<file path="src/rtl/core/assert_macros.svh">
// ---------------------------------------------------------------------------
// Assertion macros
// Shared concurrent assertion forms for the queue admission RTL.
// ---------------------------------------------------------------------------
`ifndef ASSERT_MACROS_SVH
`define ASSERT_MACROS_SVH

// Same-cycle implication, disabled while reset is active.
`define BQA_ASSERT_IMP(label, clk, rst_n, pre, post, msg) \
  label: assert property (@(posedge clk) disable iff (!rst_n) (pre) |-> (post)) \
    else $error(msg);

// Next-cycle implication, disabled while reset is active.
`define BQA_ASSERT_NXT(label, clk, rst_n, pre, post, msg) \
  label: assert property (@(posedge clk) disable iff (!rst_n) (pre) |=> (post)) \
    else $error(msg);

`endif

</file>
<file path="src/rtl/core/bqa_pkg.sv">
// ---------------------------------------------------------------------------
// BLUE queue admission package
// Payload types, codes and constants shared by the admission RTL.
// ---------------------------------------------------------------------------
package bqa_pkg;

  // Field widths
  localparam int RndW    = 31;
  localparam int DivCntW = $clog2(RndW);
  localparam int CfgIdxW = 3;
  localparam int CfgW    = 31;

  // Queue capacity and time constants
  localparam logic [11:0] MaxQueue   = 12'd4095;
  localparam int          UsecPerSec = 1000000;
  localparam int          SecClamp   = 2200;
  localparam logic [33:0] ElapsedMax = 34'h0_7fff_ffff;

  // Opcodes
  localparam logic [1:0] OpEnqueue = 2'd0;
  localparam logic [1:0] OpDequeue = 2'd1;
  localparam logic [1:0] OpFlush   = 2'd2;
  localparam logic [1:0] OpIgnore  = 2'd3;

  // Address families
  localparam logic [1:0] FamV4 = 2'd0;
  localparam logic [1:0] FamV6 = 2'd1;

  // Verdicts
  localparam logic [2:0] VerQueued  = 3'd0;
  localparam logic [2:0] VerEarly   = 3'd1;
  localparam logic [2:0] VerForced  = 3'd2;
  localparam logic [2:0] VerDequeue = 3'd3;
  localparam logic [2:0] VerEmpty   = 3'd4;
  localparam logic [2:0] VerFlushed = 3'd5;

  // Configuration register indexes
  localparam logic [CfgIdxW-1:0] CfgQueueLimit = 3'd0;
  localparam logic [CfgIdxW-1:0] CfgMaxPmark   = 3'd1;
  localparam logic [CfgIdxW-1:0] CfgHoldTime   = 3'd2;
  localparam logic [CfgIdxW-1:0] CfgEcnV4      = 3'd3;
  localparam logic [CfgIdxW-1:0] CfgEcnV6      = 3'd4;

  // TOS bits
  localparam logic [7:0] TosCe = 8'h01;

  typedef struct packed {
    logic [1:0]      opcode;
    logic [31:0]     now_sec;
    logic [19:0]     now_usec;
    logic [RndW-1:0] random_value;
    logic [1:0]      family;
    logic [7:0]      tos;
    logic [15:0]     header_checksum;
  } req_t;

  typedef struct packed {
    logic [2:0]  verdict;
    logic        ecn_marked;
    logic [7:0]  new_tos;
    logic [15:0] new_checksum;
    logic [11:0] queue_length;
    logic [15:0] mark_probability;
  } rsp_t;

endpackage

</file>
<file path="src/rtl/core/bqa_if.sv">
// ---------------------------------------------------------------------------
// BLUE queue admission channels
// Valid/ready request and response channels with their payload.
// ---------------------------------------------------------------------------
interface bqa_req_if import bqa_pkg::*; ();
  logic valid;
  logic ready;
  req_t data;

  modport source (output valid, output data, input ready);
  modport sink (input valid, input data, output ready);
endinterface

interface bqa_rsp_if import bqa_pkg::*; ();
  logic valid;
  logic ready;
  rsp_t data;

  modport source (output valid, output data, input ready);
  modport sink (input valid, input data, output ready);
endinterface

</file>
<file path="src/rtl/core/blue_queue_admission.sv">
// ---------------------------------------------------------------------------
// BLUE queue admission
// Admission decisions, ECN marking and mark probability for one queue.
// ---------------------------------------------------------------------------
// Usage:
//   req_if carries one request per handshake: enqueue, dequeue, flush or a
//   no-op code that is taken and answered with nothing. rsp_if returns one
//   response per enqueue, dequeue or flush request, in request order.
//   The cfg port writes one register per cycle; the user must write only while the block is idle (not enforced).
// Timing:
//   An enqueue passes from accept to response valid through these steps:
//   the second difference and its scaled product, the elapsed time
//   compare and idle update, the bit-serial remainder unit (random_value
//   mod max_pmark, one bit per cycle), and the decision. Dequeue and flush
//   go from accept straight to the decision step. req_if.ready is high
//   only between requests, so a new request is taken only once the
//   previous one has reached its decision.
// Reset:
//   Control, state and configuration registers return to their reset values,
//   the queue is empty and idle, and no response is pending.
// Stall:
//   A response waits in the output register; the block takes the next
//   request meanwhile and holds its own decision until the register frees.
// ---------------------------------------------------------------------------
`include "assert_macros.svh"

module blue_queue_admission import bqa_pkg::*; (
  input  logic               clk_i,
  input  logic               rst_ni,
  input  logic               cfg_we_i,
  input  logic [CfgIdxW-1:0] cfg_idx_i,
  input  logic [CfgW-1:0]    cfg_data_i,
  bqa_req_if.sink            req_if,
  bqa_rsp_if.source          rsp_if
);

  localparam logic [2:0] S_IDLE = 3'd0;
  localparam logic [2:0] S_TIME = 3'd1;
  localparam logic [2:0] S_CMP  = 3'd2;
  localparam logic [2:0] S_DIV  = 3'd3;
  localparam logic [2:0] S_FIN  = 3'd4;

  // Configuration
  logic [11:0] queue_limit_q;
  logic [15:0] max_pmark_q;
  logic [30:0] hold_time_q;
  logic        ecn_v4_q;
  logic        ecn_v6_q;

  // Block state
  logic [2:0]  state_q, state_d;
  logic [15:0] mark_prob_q, mark_prob_d;
  logic        idle_q, idle_d;
  logic [31:0] last_sec_q, last_sec_d;
  logic [19:0] last_usec_q, last_usec_d;
  logic [11:0] qcount_q, qcount_d;

  // Per-request working registers
  req_t               item_q;
  logic               sd_gt1_q;
  logic signed [33:0] prod_q;
  logic               el_gt_q, el_gt_d;
  logic               stamped_q, stamped_d;
  logic [15:0]        rem_q, rem_d;
  logic [RndW-1:0]    rnd_sh_q, rnd_sh_d;
  logic [DivCntW-1:0] div_cnt_q, div_cnt_d;

  // Output register
  rsp_t rsp_q, rsp_d;
  logic out_valid_q, out_valid_d;
  logic out_load;

  logic accept;
  assign accept        = req_if.valid && req_if.ready;
  assign req_if.ready  = (state_q == S_IDLE);
  assign rsp_if.valid  = out_valid_q;
  assign rsp_if.data   = rsp_q;

  // Second difference, clamped so the scaled product stays narrow
  logic signed [32:0] sec_diff;
  logic signed [12:0] sec_clamp;
  logic signed [21:0] usec_k;
  logic signed [33:0] prod_d;

  assign sec_diff = $signed({1'b0, item_q.now_sec}) - $signed({1'b0, last_sec_q});
  assign usec_k   = 22'(UsecPerSec);

  always_comb begin
    if (sec_diff > $signed(33'(SecClamp))) begin
      sec_clamp = 13'(SecClamp);
    end else if (sec_diff < -$signed(33'(SecClamp))) begin
      sec_clamp = -13'(SecClamp);
    end else begin
      sec_clamp = sec_diff[12:0];
    end
  end

  assign prod_d = sec_clamp * usec_k;

  // Elapsed microseconds, saturated, against the hold time
  logic signed [20:0] usec_diff;
  logic signed [33:0] elapsed;
  logic signed [33:0] elapsed_sat;
  logic               el_gt;

  assign usec_diff   = $signed({1'b0, item_q.now_usec}) - $signed({1'b0, last_usec_q});
  assign elapsed     = prod_q + 34'(usec_diff);
  assign elapsed_sat = (elapsed > $signed(ElapsedMax)) ? $signed(ElapsedMax) : elapsed;
  assign el_gt       = elapsed_sat > $signed({3'b000, hold_time_q});

  // Remainder step: shift in one bit, subtract when it fits
  logic [16:0] div_trial;
  logic        div_fits;

  assign div_trial = {rem_q, rnd_sh_q[RndW-1]};
  assign div_fits  = div_trial >= {1'b0, max_pmark_q};

  // Enqueue decision terms
  logic [RndW-1:0] rem_fin;
  logic            early_hit;
  logic            can_v4;
  logic            can_v6;
  logic            marked;
  logic            early;
  logic [11:0]     limit;
  logic [16:0]     prob_up;
  logic [15:0]     prob_cap;
  logic [17:0]     cs_sum0;
  logic [17:0]     cs_sum1;
  logic [17:0]     cs_sum2;
  logic [7:0]      ntos;
  logic [15:0]     ncsum;

  assign rem_fin   = (max_pmark_q == 16'd0) ? item_q.random_value : RndW'(rem_q);
  assign early_hit = (rem_fin < RndW'(mark_prob_q)) && (qcount_q > 12'd1);
  assign can_v4    = (item_q.family == FamV4) && ecn_v4_q && item_q.tos[1];
  assign can_v6    = (item_q.family == FamV6) && ecn_v6_q && item_q.tos[1];
  assign marked    = early_hit && (can_v4 || can_v6);
  assign early     = early_hit && !marked;
  assign limit     = (queue_limit_q < MaxQueue) ? queue_limit_q : MaxQueue;
  assign prob_up   = 17'(mark_prob_q) + 17'(max_pmark_q >> 3);
  assign prob_cap  = (prob_up > 17'(max_pmark_q)) ? max_pmark_q : prob_up[15:0];

  // Incremental checksum update for setting the CE bit
  assign cs_sum0 = {2'b00, ~item_q.header_checksum} + 18'(16'hffff) + 18'(TosCe);
  assign cs_sum1 = 18'(cs_sum0[17:16]) + 18'(cs_sum0[15:0]);
  assign cs_sum2 = cs_sum1 + 18'(cs_sum1[17:16]);

  always_comb begin
    ntos  = item_q.tos;
    ncsum = item_q.header_checksum;
    if (early_hit && can_v4) begin
      if ((item_q.tos & TosCe) == 8'h00) begin
        ntos  = item_q.tos | TosCe;
        ncsum = ~cs_sum2[15:0];
      end
    end else if (early_hit && can_v6) begin
      ntos = item_q.tos | TosCe;
    end
  end

  // Sequencer
  always_comb begin
    state_d     = state_q;
    mark_prob_d = mark_prob_q;
    idle_d      = idle_q;
    last_sec_d  = last_sec_q;
    last_usec_d = last_usec_q;
    qcount_d    = qcount_q;
    el_gt_d     = el_gt_q;
    stamped_d   = stamped_q;
    rem_d       = rem_q;
    rnd_sh_d    = rnd_sh_q;
    div_cnt_d   = div_cnt_q;
    rsp_d       = rsp_q;
    out_valid_d = out_valid_q;
    out_load    = 1'b0;

    // Release the response once taken
    if (out_valid_q && rsp_if.ready) begin
      out_valid_d = 1'b0;
    end

    case (state_q)
      S_IDLE: begin
        if (accept) begin
          case (req_if.data.opcode)
            OpEnqueue: state_d = S_TIME;
            OpDequeue: state_d = S_FIN;
            OpFlush:   state_d = S_FIN;
            default:   state_d = S_IDLE;
          endcase
        end
      end
      S_TIME: begin
        state_d = S_CMP;
      end
      S_CMP: begin
        // Idle update, then arm the remainder unit
        el_gt_d   = el_gt;
        stamped_d = 1'b0;
        if (idle_q) begin
          idle_d = 1'b0;
          if (sd_gt1_q) begin
            mark_prob_d = 16'd1;
            stamped_d   = 1'b1;
          end else if (el_gt) begin
            if (mark_prob_q != 16'd0) begin
              mark_prob_d = mark_prob_q - 16'd1;
            end
            stamped_d = 1'b1;
          end
        end
        if (stamped_d) begin
          last_sec_d  = item_q.now_sec;
          last_usec_d = item_q.now_usec;
        end
        rem_d     = 16'd0;
        rnd_sh_d  = item_q.random_value;
        div_cnt_d = DivCntW'(RndW - 1);
        state_d   = S_DIV;
      end
      S_DIV: begin
        rem_d     = div_fits ? 16'(div_trial - {1'b0, max_pmark_q}) : div_trial[15:0];
        rnd_sh_d  = {rnd_sh_q[RndW-2:0], 1'b0};
        div_cnt_d = div_cnt_q - DivCntW'(1);
        if (div_cnt_q == '0) begin
          state_d = S_FIN;
        end
      end
      S_FIN: begin
        // Decide once the output register is free
        if (!out_valid_q || rsp_if.ready) begin
          out_load         = 1'b1;
          rsp_d            = '0;
          case (item_q.opcode)
            OpEnqueue: begin
              rsp_d.ecn_marked   = marked;
              rsp_d.new_tos      = ntos;
              rsp_d.new_checksum = ncsum;
              if (early) begin
                rsp_d.verdict = VerEarly;
              end else if (qcount_q >= limit) begin
                rsp_d.verdict = VerForced;
                if (el_gt_q && !stamped_q) begin
                  mark_prob_d = prob_cap;
                  last_sec_d  = item_q.now_sec;
                  last_usec_d = item_q.now_usec;
                end
              end else begin
                rsp_d.verdict = VerQueued;
                qcount_d      = qcount_q + 12'd1;
              end
            end
            OpDequeue: begin
              if (qcount_q == 12'd0) begin
                rsp_d.verdict = VerEmpty;
                if (!idle_q) begin
                  idle_d      = 1'b1;
                  last_sec_d  = item_q.now_sec;
                  last_usec_d = item_q.now_usec;
                end
              end else begin
                rsp_d.verdict = VerDequeue;
                qcount_d      = qcount_q - 12'd1;
                idle_d        = 1'b0;
              end
            end
            default: begin
              rsp_d.verdict = VerFlushed;
              qcount_d      = 12'd0;
            end
          endcase
          rsp_d.queue_length     = qcount_d;
          rsp_d.mark_probability = mark_prob_d;
          out_valid_d            = 1'b1;
          state_d                = S_IDLE;
        end
      end
      default: begin
        state_d = S_IDLE;
      end
    endcase
  end

  // Control and block state registers
  always_ff @(posedge clk_i or negedge rst_ni) begin
    if (!rst_ni) begin
      state_q     <= S_IDLE;
      mark_prob_q <= 16'd0;
      idle_q      <= 1'b1;
      last_sec_q  <= 32'd0;
      last_usec_q <= 20'd0;
      qcount_q    <= 12'd0;
      out_valid_q <= 1'b0;
      div_cnt_q   <= '0;
    end else begin
      state_q     <= state_d;
      mark_prob_q <= mark_prob_d;
      idle_q      <= idle_d;
      last_sec_q  <= last_sec_d;
      last_usec_q <= last_usec_d;
      qcount_q    <= qcount_d;
      out_valid_q <= out_valid_d;
      div_cnt_q   <= div_cnt_d;
    end
  end

  // Configuration registers
  always_ff @(posedge clk_i or negedge rst_ni) begin
    if (!rst_ni) begin
      queue_limit_q <= 12'd200;
      max_pmark_q   <= 16'd1000;
      hold_time_q   <= 31'd50000;
      ecn_v4_q      <= 1'b0;
      ecn_v6_q      <= 1'b0;
    end else if (cfg_we_i) begin
      case (cfg_idx_i)
        CfgQueueLimit: queue_limit_q <= cfg_data_i[11:0];
        CfgMaxPmark:   max_pmark_q   <= cfg_data_i[15:0];
        CfgHoldTime:   hold_time_q   <= cfg_data_i[30:0];
        CfgEcnV4:      ecn_v4_q      <= cfg_data_i[0];
        CfgEcnV6:      ecn_v6_q      <= cfg_data_i[0];
        default: ;
      endcase
    end
  end

  // Payload and working registers
  always_ff @(posedge clk_i) begin
    if (accept) begin
      item_q <= req_if.data;
    end
    if (state_q == S_TIME) begin
      prod_q   <= prod_d;
      sd_gt1_q <= (sec_diff > 33'sd1);
    end
    el_gt_q   <= el_gt_d;
    stamped_q <= stamped_d;
    rem_q     <= rem_d;
    rnd_sh_q  <= rnd_sh_d;
    if (out_load) begin
      rsp_q <= rsp_d;
    end
  end

  // Assertions
  `BQA_ASSERT_IMP(a_rem_bound, clk_i, rst_ni,
    (state_q == S_DIV) && (max_pmark_q != 16'd0), rem_q < max_pmark_q,
    "partial remainder reached the modulus")
  `BQA_ASSERT_NXT(a_noop_silent, clk_i, rst_ni,
    accept && (req_if.data.opcode == OpIgnore),
    (state_q == S_IDLE) && !$rose(out_valid_q),
    "no-op request produced work or a response")
  `BQA_ASSERT_IMP(a_rsp_from_fin, clk_i, rst_ni,
    $rose(out_valid_q), $past(state_q) == S_FIN,
    "response raised outside the decision step")

endmodule

</file>
<file path="src/flat_wrapper.sv">
// flat-port wrapper written by rule: the top's interface ports become plain ports
module blue_queue_admission_flat import bqa_pkg::*;
  (clk_i, rst_ni, cfg_we_i, cfg_idx_i, cfg_data_i, req_if_valid, req_if_data, req_if_ready, rsp_if_valid, rsp_if_data, rsp_if_ready);
  bqa_req_if req_if_i ();
  bqa_rsp_if rsp_if_i ();
  input  logic clk_i;
  input  logic rst_ni;
  input  logic cfg_we_i;
  input  logic [CfgIdxW-1:0] cfg_idx_i;
  input  logic [CfgW-1:0] cfg_data_i;
  input wire logic [$bits(req_if_i.valid)-1:0] req_if_valid;
  input wire logic [$bits(req_if_i.data)-1:0] req_if_data;
  output wire logic [$bits(req_if_i.ready)-1:0] req_if_ready;
  output wire logic [$bits(rsp_if_i.valid)-1:0] rsp_if_valid;
  output wire logic [$bits(rsp_if_i.data)-1:0] rsp_if_data;
  input wire logic [$bits(rsp_if_i.ready)-1:0] rsp_if_ready;
  assign req_if_i.valid = req_if_valid;
  assign req_if_i.data = req_if_data;
  assign req_if_ready = req_if_i.ready;
  assign rsp_if_valid = rsp_if_i.valid;
  assign rsp_if_data = rsp_if_i.data;
  assign rsp_if_i.ready = rsp_if_ready;
  blue_queue_admission u_core (.clk_i(clk_i), .rst_ni(rst_ni), .cfg_we_i(cfg_we_i), .cfg_idx_i(cfg_idx_i), .cfg_data_i(cfg_data_i), .req_if(req_if_i), .rsp_if(rsp_if_i));
endmodule
</file>
<file path="config.mk">
export PLATFORM = sky130hd
export DESIGN_NAME = blue_queue_admission_flat
export DESIGN_NICKNAME = d
export VERILOG_FILES = /design/src/rtl/core/bqa_pkg.sv /design/src/rtl/core/bqa_if.sv /design/src/rtl/core/blue_queue_admission.sv /design/src/flat_wrapper.sv
export VERILOG_INCLUDE_DIRS = /design/src /design/src/rtl/core
export SDC_FILE = /design/constraint.sdc
export NUM_CORES = 1
export LEC_CHECK = 0
export ABC_AREA = 1
export BUFFER_PORTS_ARGS = -buffer_cell sky130_fd_sc_hd__buf_4
export CAP_MARGIN = 10
export CELL_PAD_IN_SITES_DETAIL_PLACEMENT = 1
export CELL_PAD_IN_SITES_GLOBAL_PLACEMENT = 1
export CORE_UTILIZATION = 51
export CTS_BUF_LIST = sky130_fd_sc_hd__clkbuf_8
export DETAILED_ROUTE_END_ITERATION = 7
export MAX_ROUTING_LAYER = met4
export PLACE_DENSITY_LB_ADDON = 0.1
export SETUP_SLACK_MARGIN = 0.15
export SLEW_MARGIN = 10
export SYNTH_ARGS = -nofsm -noshare
export SYNTH_HDL_FRONTEND = slang
export SYNTH_SLANG_ARGS = --single-unit
export TNS_END_PERCENT = 1
</file>
<file path="constraint.sdc">
create_clock -name clk_i -period 19.1 [get_ports clk_i]
set_input_delay 3.82 -clock clk_i [delete_from_list [all_inputs] [get_ports clk_i]]
set_output_delay 3.82 -clock clk_i [all_outputs]
set_load 0.01 [all_outputs]
</file>
==> summary.txt, run 1 <==
Internal reg-to-reg setup slack - 9.62 ns
Worst reg-to-reg path cell count - 43
Chip Height - 239 um
Final ANT Viol Nets - 0
Max Clock Skew - 0.0363 ns
Fmax - 105 MHz
Dpl ws - 9.69 ns
HPWL reported at the end of detailed placement - 71000 um
Yosys cell types - 55
HP Start - u_core.last_sec_q[10]$_DFFE_PN0P_
Area of the multi-input gates - 0.0152 mm2
PortBufs - 207
CP max FO - 104
Setup violators final - 0
Layout area overhead - 13.2%
Worst EP arrival - 10.02 ns
WP data required - 19.64 ns
Clock sink count - 396
Ys async rst share - 38.1%
Gr ovfl total - 0
Final Critical Period - 9.48 ns
Post-Syn Area per Cell - 8.12 um2
Syn Inst Count - 3539
Min-delay worst type - register to register
Total CTS buffers - 72
Number of flops mapped to enable cells by yosys - 245
Initial DRC Count - 1462
Post-synth top flop - edfxtp_1
Met3 wire len - 3290 um
Largest net degree at the start of global routing - 105
R2R Path End - u_core.last_sec_q[3]$_DFFE_PN0P_
Drt pass-1 iters - 5
Sequential share of the synthesized area - 38.8%
Share of cells above drive strength 1 - 10.7%
Antenna violations before repair - 4
Vias per inst - 5.53
CTS Root Cell - clkbuf_8
Final cell count without fillers - 4572
Final setup margin - 9.62 ns
CP most frequent cell - nand2_1
Die W - 239 um
Number of global-route vias before repair - 26900
Clock latency on the worst-skew pair - 0.68 ns
Depth of the CTS H-tree - 3
Unrepaired setup endpoints after global routing - false
Synth warn - 0
Hold EP - u_core.last_sec_q[10]$_DFFE_PN0P_
Worst slew pin tran - 1.10 ns
Max Root-Sink Buffers - 3
Crit path launch type - register
Slowest CP cell - nand3_4
# DRC - 0
CP max stage delay - 0.77 ns
Setup bufs post-CTS - 0
IO Count - 208
Cell count after placement - 4435
CP Capture Type - register
Fillcell total - 6830
Tcrit/Tclk final - 49.6%
First-pass GRT wire length - 143000 um
Status - complete, no violations
Reg area - 0.0112 mm2
Syn Std Cell Area - 0.0287 mm2
Syn nets - 4035
Setup TNS - 0 ns
DR WL met2 - 46000 um
Nets@finish - 4258
Synthesis-stage register bit count - 396
Max cap viols - 0
DIE AREA - 0.0573 mm2
Avg WL per Cell - 19.9 um
Slew HR - 26.1%
Top layer in use - met4
Hold violation count in the final report - 0
CTS resizes - 0
Hold Crit Depth - 2
Met1 WL - 38100 um
Core outline area - 0.0554 mm2
CTS tree - yes
Total GRT Usage - 33.0%
Hold Buf Count CTS - 0
GP Congestion - 0.946
Initial Utilization - 51.8%
Final wirelength - 90800 um
R2R Path Start - u_core.last_usec_q[0]$_DFFE_PN0P_
Routed vias - 25300
CP Class - register to register
Max-slew violations - 0
Std cell rows - 86
Clock slew at reported path FFs - 0.07 ns
[placed cells by master, fill, tap and decap left out, types with 4 or more instances in the layout]
cell,instances
nand4_1,30
inv_2,18
o21ai_0,263
o211ai_1,9
inv_1,556
o21a_1,18
xor2_1,85
nand2_2,8
nand3b_1,9
nor2_2,14
nand3_1,157
nand3_2,6
clkinv_1,14
xnor2_1,48
nor2_1,235
edfxtp_1,245
o21bai_1,9
clkinv_2,8
ha_1,296
clkbuf_8,78
nand2_1,897
o21ai_1,9
a211oi_1,7
fa_1,50
a21oi_1,219
buf_4,219
nor2_4,8
dfrtp_1,135
nand2_4,4
o22ai_1,5
a21o_1,10
a21boi_0,24
nor4_1,11
nor3_1,37
a31oi_1,19
dfstp_2,16
[cell type report]
cell class                      count  share of cell area, %
Inverter                          552                   6.37
Tap cell                          748                   2.88
Sequential cell                   396                   34.3
Clock inverter                     55                   1.13
Multi-Input combinational cell   2519                   46.8
Clock buffer                       78                   3.30
Antenna cell                        3                 0.0231
Timing Repair Buffer              221                   5.15
[worst max-delay path by stage]
stage | startpoint | end | slack, ns
global placement | u_core.item_q[57]$_DFFE_PP_ | u_core.last_sec_q[4]$_DFFE_PN0P_ | 10.17
finish | u_core.last_usec_q[0]$_DFFE_PN0P_ | u_core.last_sec_q[3]$_DFFE_PN0P_ | 9.62
CTS | u_core.last_usec_q[0]$_DFFE_PN0P_ | u_core.last_sec_q[3]$_DFFE_PN0P_ | 9.57
floorplan | req_if_valid | u_core.item_q[0]$_DFFE_PP_ | 7.06
detailed placement | u_core.item_q[57]$_DFFE_PP_ | u_core.last_sec_q[28]$_DFFE_PN0P_ | 9.69
global route | u_core.last_usec_q[0]$_DFFE_PN0P_ | u_core.last_sec_q[3]$_DFFE_PN0P_ | 8.67
[cell usage after synthesis, types with 48 or more instances]
master	count	area share, %
xnor2_1	48	1.5
inv_1	532	7.0
clkbuf_1	48	0.63
ha_1	296	13
fa_1	50	3.5
o21ai_0	263	4.6
nor2_1	238	3.1
nand2_1	897	12
dfrtp_1	135	12
edfxtp_1	245	26
xor2_1	85	2.6
nand3_1	158	2.8
a21oi_1	219	3.8
[sequential cells by signal (all words and copies together), names as in the netlist, 20 cells and up]
signal and cells:
u_core.hold_time_q 31, u_core.item_q 111, u_core.last_sec_q 32, u_core.last_usec_q 20
u_core.prod_q 28, u_core.rnd_sh_q 31, u_core.rsp_if.data 56
[critical path: cells and delay by family (launching register included)]
| family | cells | cell delay, ns |
|---|---|---|
| AO/OA/AOI/OAI | 14 | 3.72 |
| AND/OR/NAND/NOR | 23 | 3.51 |
| flip-flops | 1 | 0.38 |
| XOR/XNOR | 2 | 0.29 |
| adder cells (fa/ha/maj) | 4 | 1.37 |
[logic make-up after synthesis]
group / count (synthesis) / synth area share, %
adder cells (fa/ha/maj): 346 / 16.4
flip-flops: 396 / 38.8
AND/OR/NAND/NOR: 1431 / 20.7
buffers and inverters: 624 / 8.30
AO/OA/AOI/OAI: 608 / 11.6
XOR/XNOR: 134 / 4.11
[routing by layer]
layer,vias to the layer above,GRT usage [%]
met5,-,-
li1,12100,-
met1,12500,38.9
met4,0,12.1
met3,204,3.95
met2,562,57.8
[metrics by stage]
stage,util [%],area (um2),hold slack [ns]
after CTS,58.6,32500,0.487
after global placement,56.0,31100,0.467
after detailed placement,56.0,31100,0.473
after floorplan,-,28700,0.451
final,58.7,32500,0.483
after global routing,58.7,32500,0.520
Power of run 1 is left out: the tool's default activity adds up to more than one toggle a clock period on the data nets, which glitch-free logic cannot reach.
==> run 2, diff against run 1 <==
--- a/config.mk
+++ b/config.mk
@@ -11,7 +11,7 @@
 export CAP_MARGIN = 10
 export CELL_PAD_IN_SITES_DETAIL_PLACEMENT = 1
 export CELL_PAD_IN_SITES_GLOBAL_PLACEMENT = 1
-export CORE_UTILIZATION = 51
+export CORE_UTILIZATION = 48
 export CTS_BUF_LIST = sky130_fd_sc_hd__clkbuf_8
 export DETAILED_ROUTE_END_ITERATION = 7
 export MAX_ROUTING_LAYER = met4
==> constraint.sdc (replaced) <==
create_clock -name clk_i -period 9 [get_ports clk_i]
set_input_delay 1.8 -clock clk_i [delete_from_list [all_inputs] [get_ports clk_i]]
set_output_delay 1.8 -clock clk_i [all_outputs]
set_load 0.01 [all_outputs]
==> run 2 against run 1 <==
Net effect:
- the flow now finishes with violations (design-rule violations)
- first-iteration DRC count down 21%
- utilization shrank 3.3 points
- fmax is 14% higher
- global-route usage decreased by 1.9 points
- clock skew is 0.0060 ns higher
- register-to-register slack got worse by 8.9 ns
- cell count grew 0.72%
- sequential share of layout area decreased by 0.23 points
- highest routed layer unchanged
==> summary.txt, run 2 (same netlist as run 1, synthesis figures left out) <==
Vias per inst - 5.44
Max reg flops - 111
WP data required - 9.41 ns
Chip Height - 247 um
CP Class - register to register
Final Hold Slack - 0.484 ns
Max cap viols - 0
Depth of the CTS H-tree - 3
Largest reg by FF count - u_core.item_q
Tcrit/Tclk final - 92.3%
Total GRT Usage - 31.1%
GP Congestion - 0.951
IO Count - 208
Gr ovfl total - 0
CTS Root Cell - clkbuf_8
Clock slew at reported path FFs - 0.05 ns
Clock latency on the worst-skew pair - 0.69 ns
Largest net degree at the start of global routing - 75
Final wirelength - 91100 um
Fmax - 120 MHz
Design Area, Final - 0.0327 mm2
Nets@finish - 4266
Antenna violations before repair - 2
Max Clock Skew - 0.0423 ns
HPWL reported at the end of detailed placement - 72300 um
Most frequent cells in the layout - nand2_1, inv_1, ha_1, o21ai_0, edfxtp_1
First-pass GRT wire length - 144000 um
DIE AREA - 0.0608 mm2
Clock sink count - 396
PortBufs - 207
Commonest non-fill, non-tap cell in the layout - nand2_1
Final Critical Period - 8.31 ns
CP max FO - 5
Avg WL per Cell - 19.8 um
Fillcell total - 7227
Slew HR - 27.4%
Final ANT Viol Nets - 0
Placed Area - 0.0312 mm2
Min-delay worst type - register to register
CTS tree - yes
CP max stage delay - 0.53 ns
Layout area overhead - 14.0%
CP most frequent cell - nand2_1
Initial Utilization - 48.6%
Routed vias - 25000
Worst EP arrival - 8.72 ns
Unrepaired setup endpoints after global routing - true
Worst slew pin tran - 1.09 ns
Die W - 247 um
Std cell rows - 89
Max-slew violations - 0
Total CTS buffers - 74
Crit path launch type - register
Hold violation count in the final report - 0
Failing checks - design-rule violations
CP Capture Type - register
Status - finished, violations left
Drt pass-1 iters - 8
Setup violators final - 0
Slowest CP cell - fa_1
Core outline area - 0.0591 mm2
Max Root-Sink Buffers - 3
Number of global-route vias before repair - 26900
Fin util - 55.4%
# DRC - 13
Setup TNS - 0 ns
Share of cells above drive strength 1 - 11.2%
Initial DRC Count - 1162
## run 2: cell types whose count changed in the layout (fill, tap and decap cells not counted), sizes merged
cell and delta:
inv -1, clkinv -1, bufinv +3, clkinvlp +1, diode -1, buf +6
clkbuf +1
## run 2: timing repair
| action | in CTS | in global routing |
|---|---|---|
| hold buffers | 0 | 0 |
| gates resized for setup | 0 | 15 |
| endpoints found under the setup margin | 0 | 72 |
| buffers inserted | 0 | 0 |
## run 2: per-stage QoR
step | std cells | worst slack [ns]
floorplan | 3539 | 1.62
global placement | 4467 | 0.657
detailed placement | 4467 | 0.339
CTS | 4603 | 0.332
global route | 4605 | 0.104
finish | 4605 | 0.690
## run 2: worst paths after layout
path / from / end / slack (ns) / cells after the start
worst max-delay path: u_core.item_q[77]$_DFFE_PP_ / u_core.prod_q[33]$_DFFE_PP_ / 0.69 / 40
worst min-delay path: u_core.last_usec_q[3]$_DFFE_PN0P_ / u_core.last_usec_q[3]$_DFFE_PN0P_ / 0.48 / 2
worst max register to register: u_core.item_q[77]$_DFFE_PP_ / u_core.prod_q[33]$_DFFE_PP_ / 0.69 / 40
worst min register to register: u_core.last_usec_q[3]$_DFFE_PN0P_ / u_core.last_usec_q[3]$_DFFE_PN0P_ / 0.48 / 2
max in group asynchronous: rst_ni / u_core.last_usec_q[15]$_DFFE_PN0P_ / 5.98 / 3
min in group asynchronous: rst_ni / u_core.mark_prob_q[6]$_DFFE_PN0P_ / 1.06 / 1
## run 2: worst max-delay path, delay by kind of cell, from the launching register on
| kind | cells | cell delay (ns) |
|---|---|---|
| AOI/OAI and AO/OA | 10 | 2.25 |
| xor gates and xnor gates | 1 | 0.08 |
| adders and majority gates | 9 | 3.28 |
| buffers and inverters | 8 | 0.69 |
| DFF | 1 | 0.36 |
| and+or+nand+nor | 12 | 1.40 |
## run 2: metal layers
layer | vias up | GRT usage, % | part of all wire [%]
li1 | 12100 | - | -
met1 | 12400 | 36.5 | 42
met2 | 438 | 55.1 | 51
met3 | 156 | 3.65 | 3.3
met4 | 0 | 10.3 | 2.9
met5 | - | - | 0
## run 2: layout make-up
type / count / area, um2 / area share (%)
antenna: 2 / 5.00 / 0.0153
multi-input combinational: 2519 / 15300 / 46.6
tap: 773 / 967 / 2.95
sequential: 396 / 11200 / 34.1
clock buffer: 79 / 1090 / 3.32
inverter: 552 / 2070 / 6.33
clock inverter: 57 / 455 / 1.39
timing repair buffer: 227 / 1730 / 5.29
Power of run 2 is left out for the same reason.
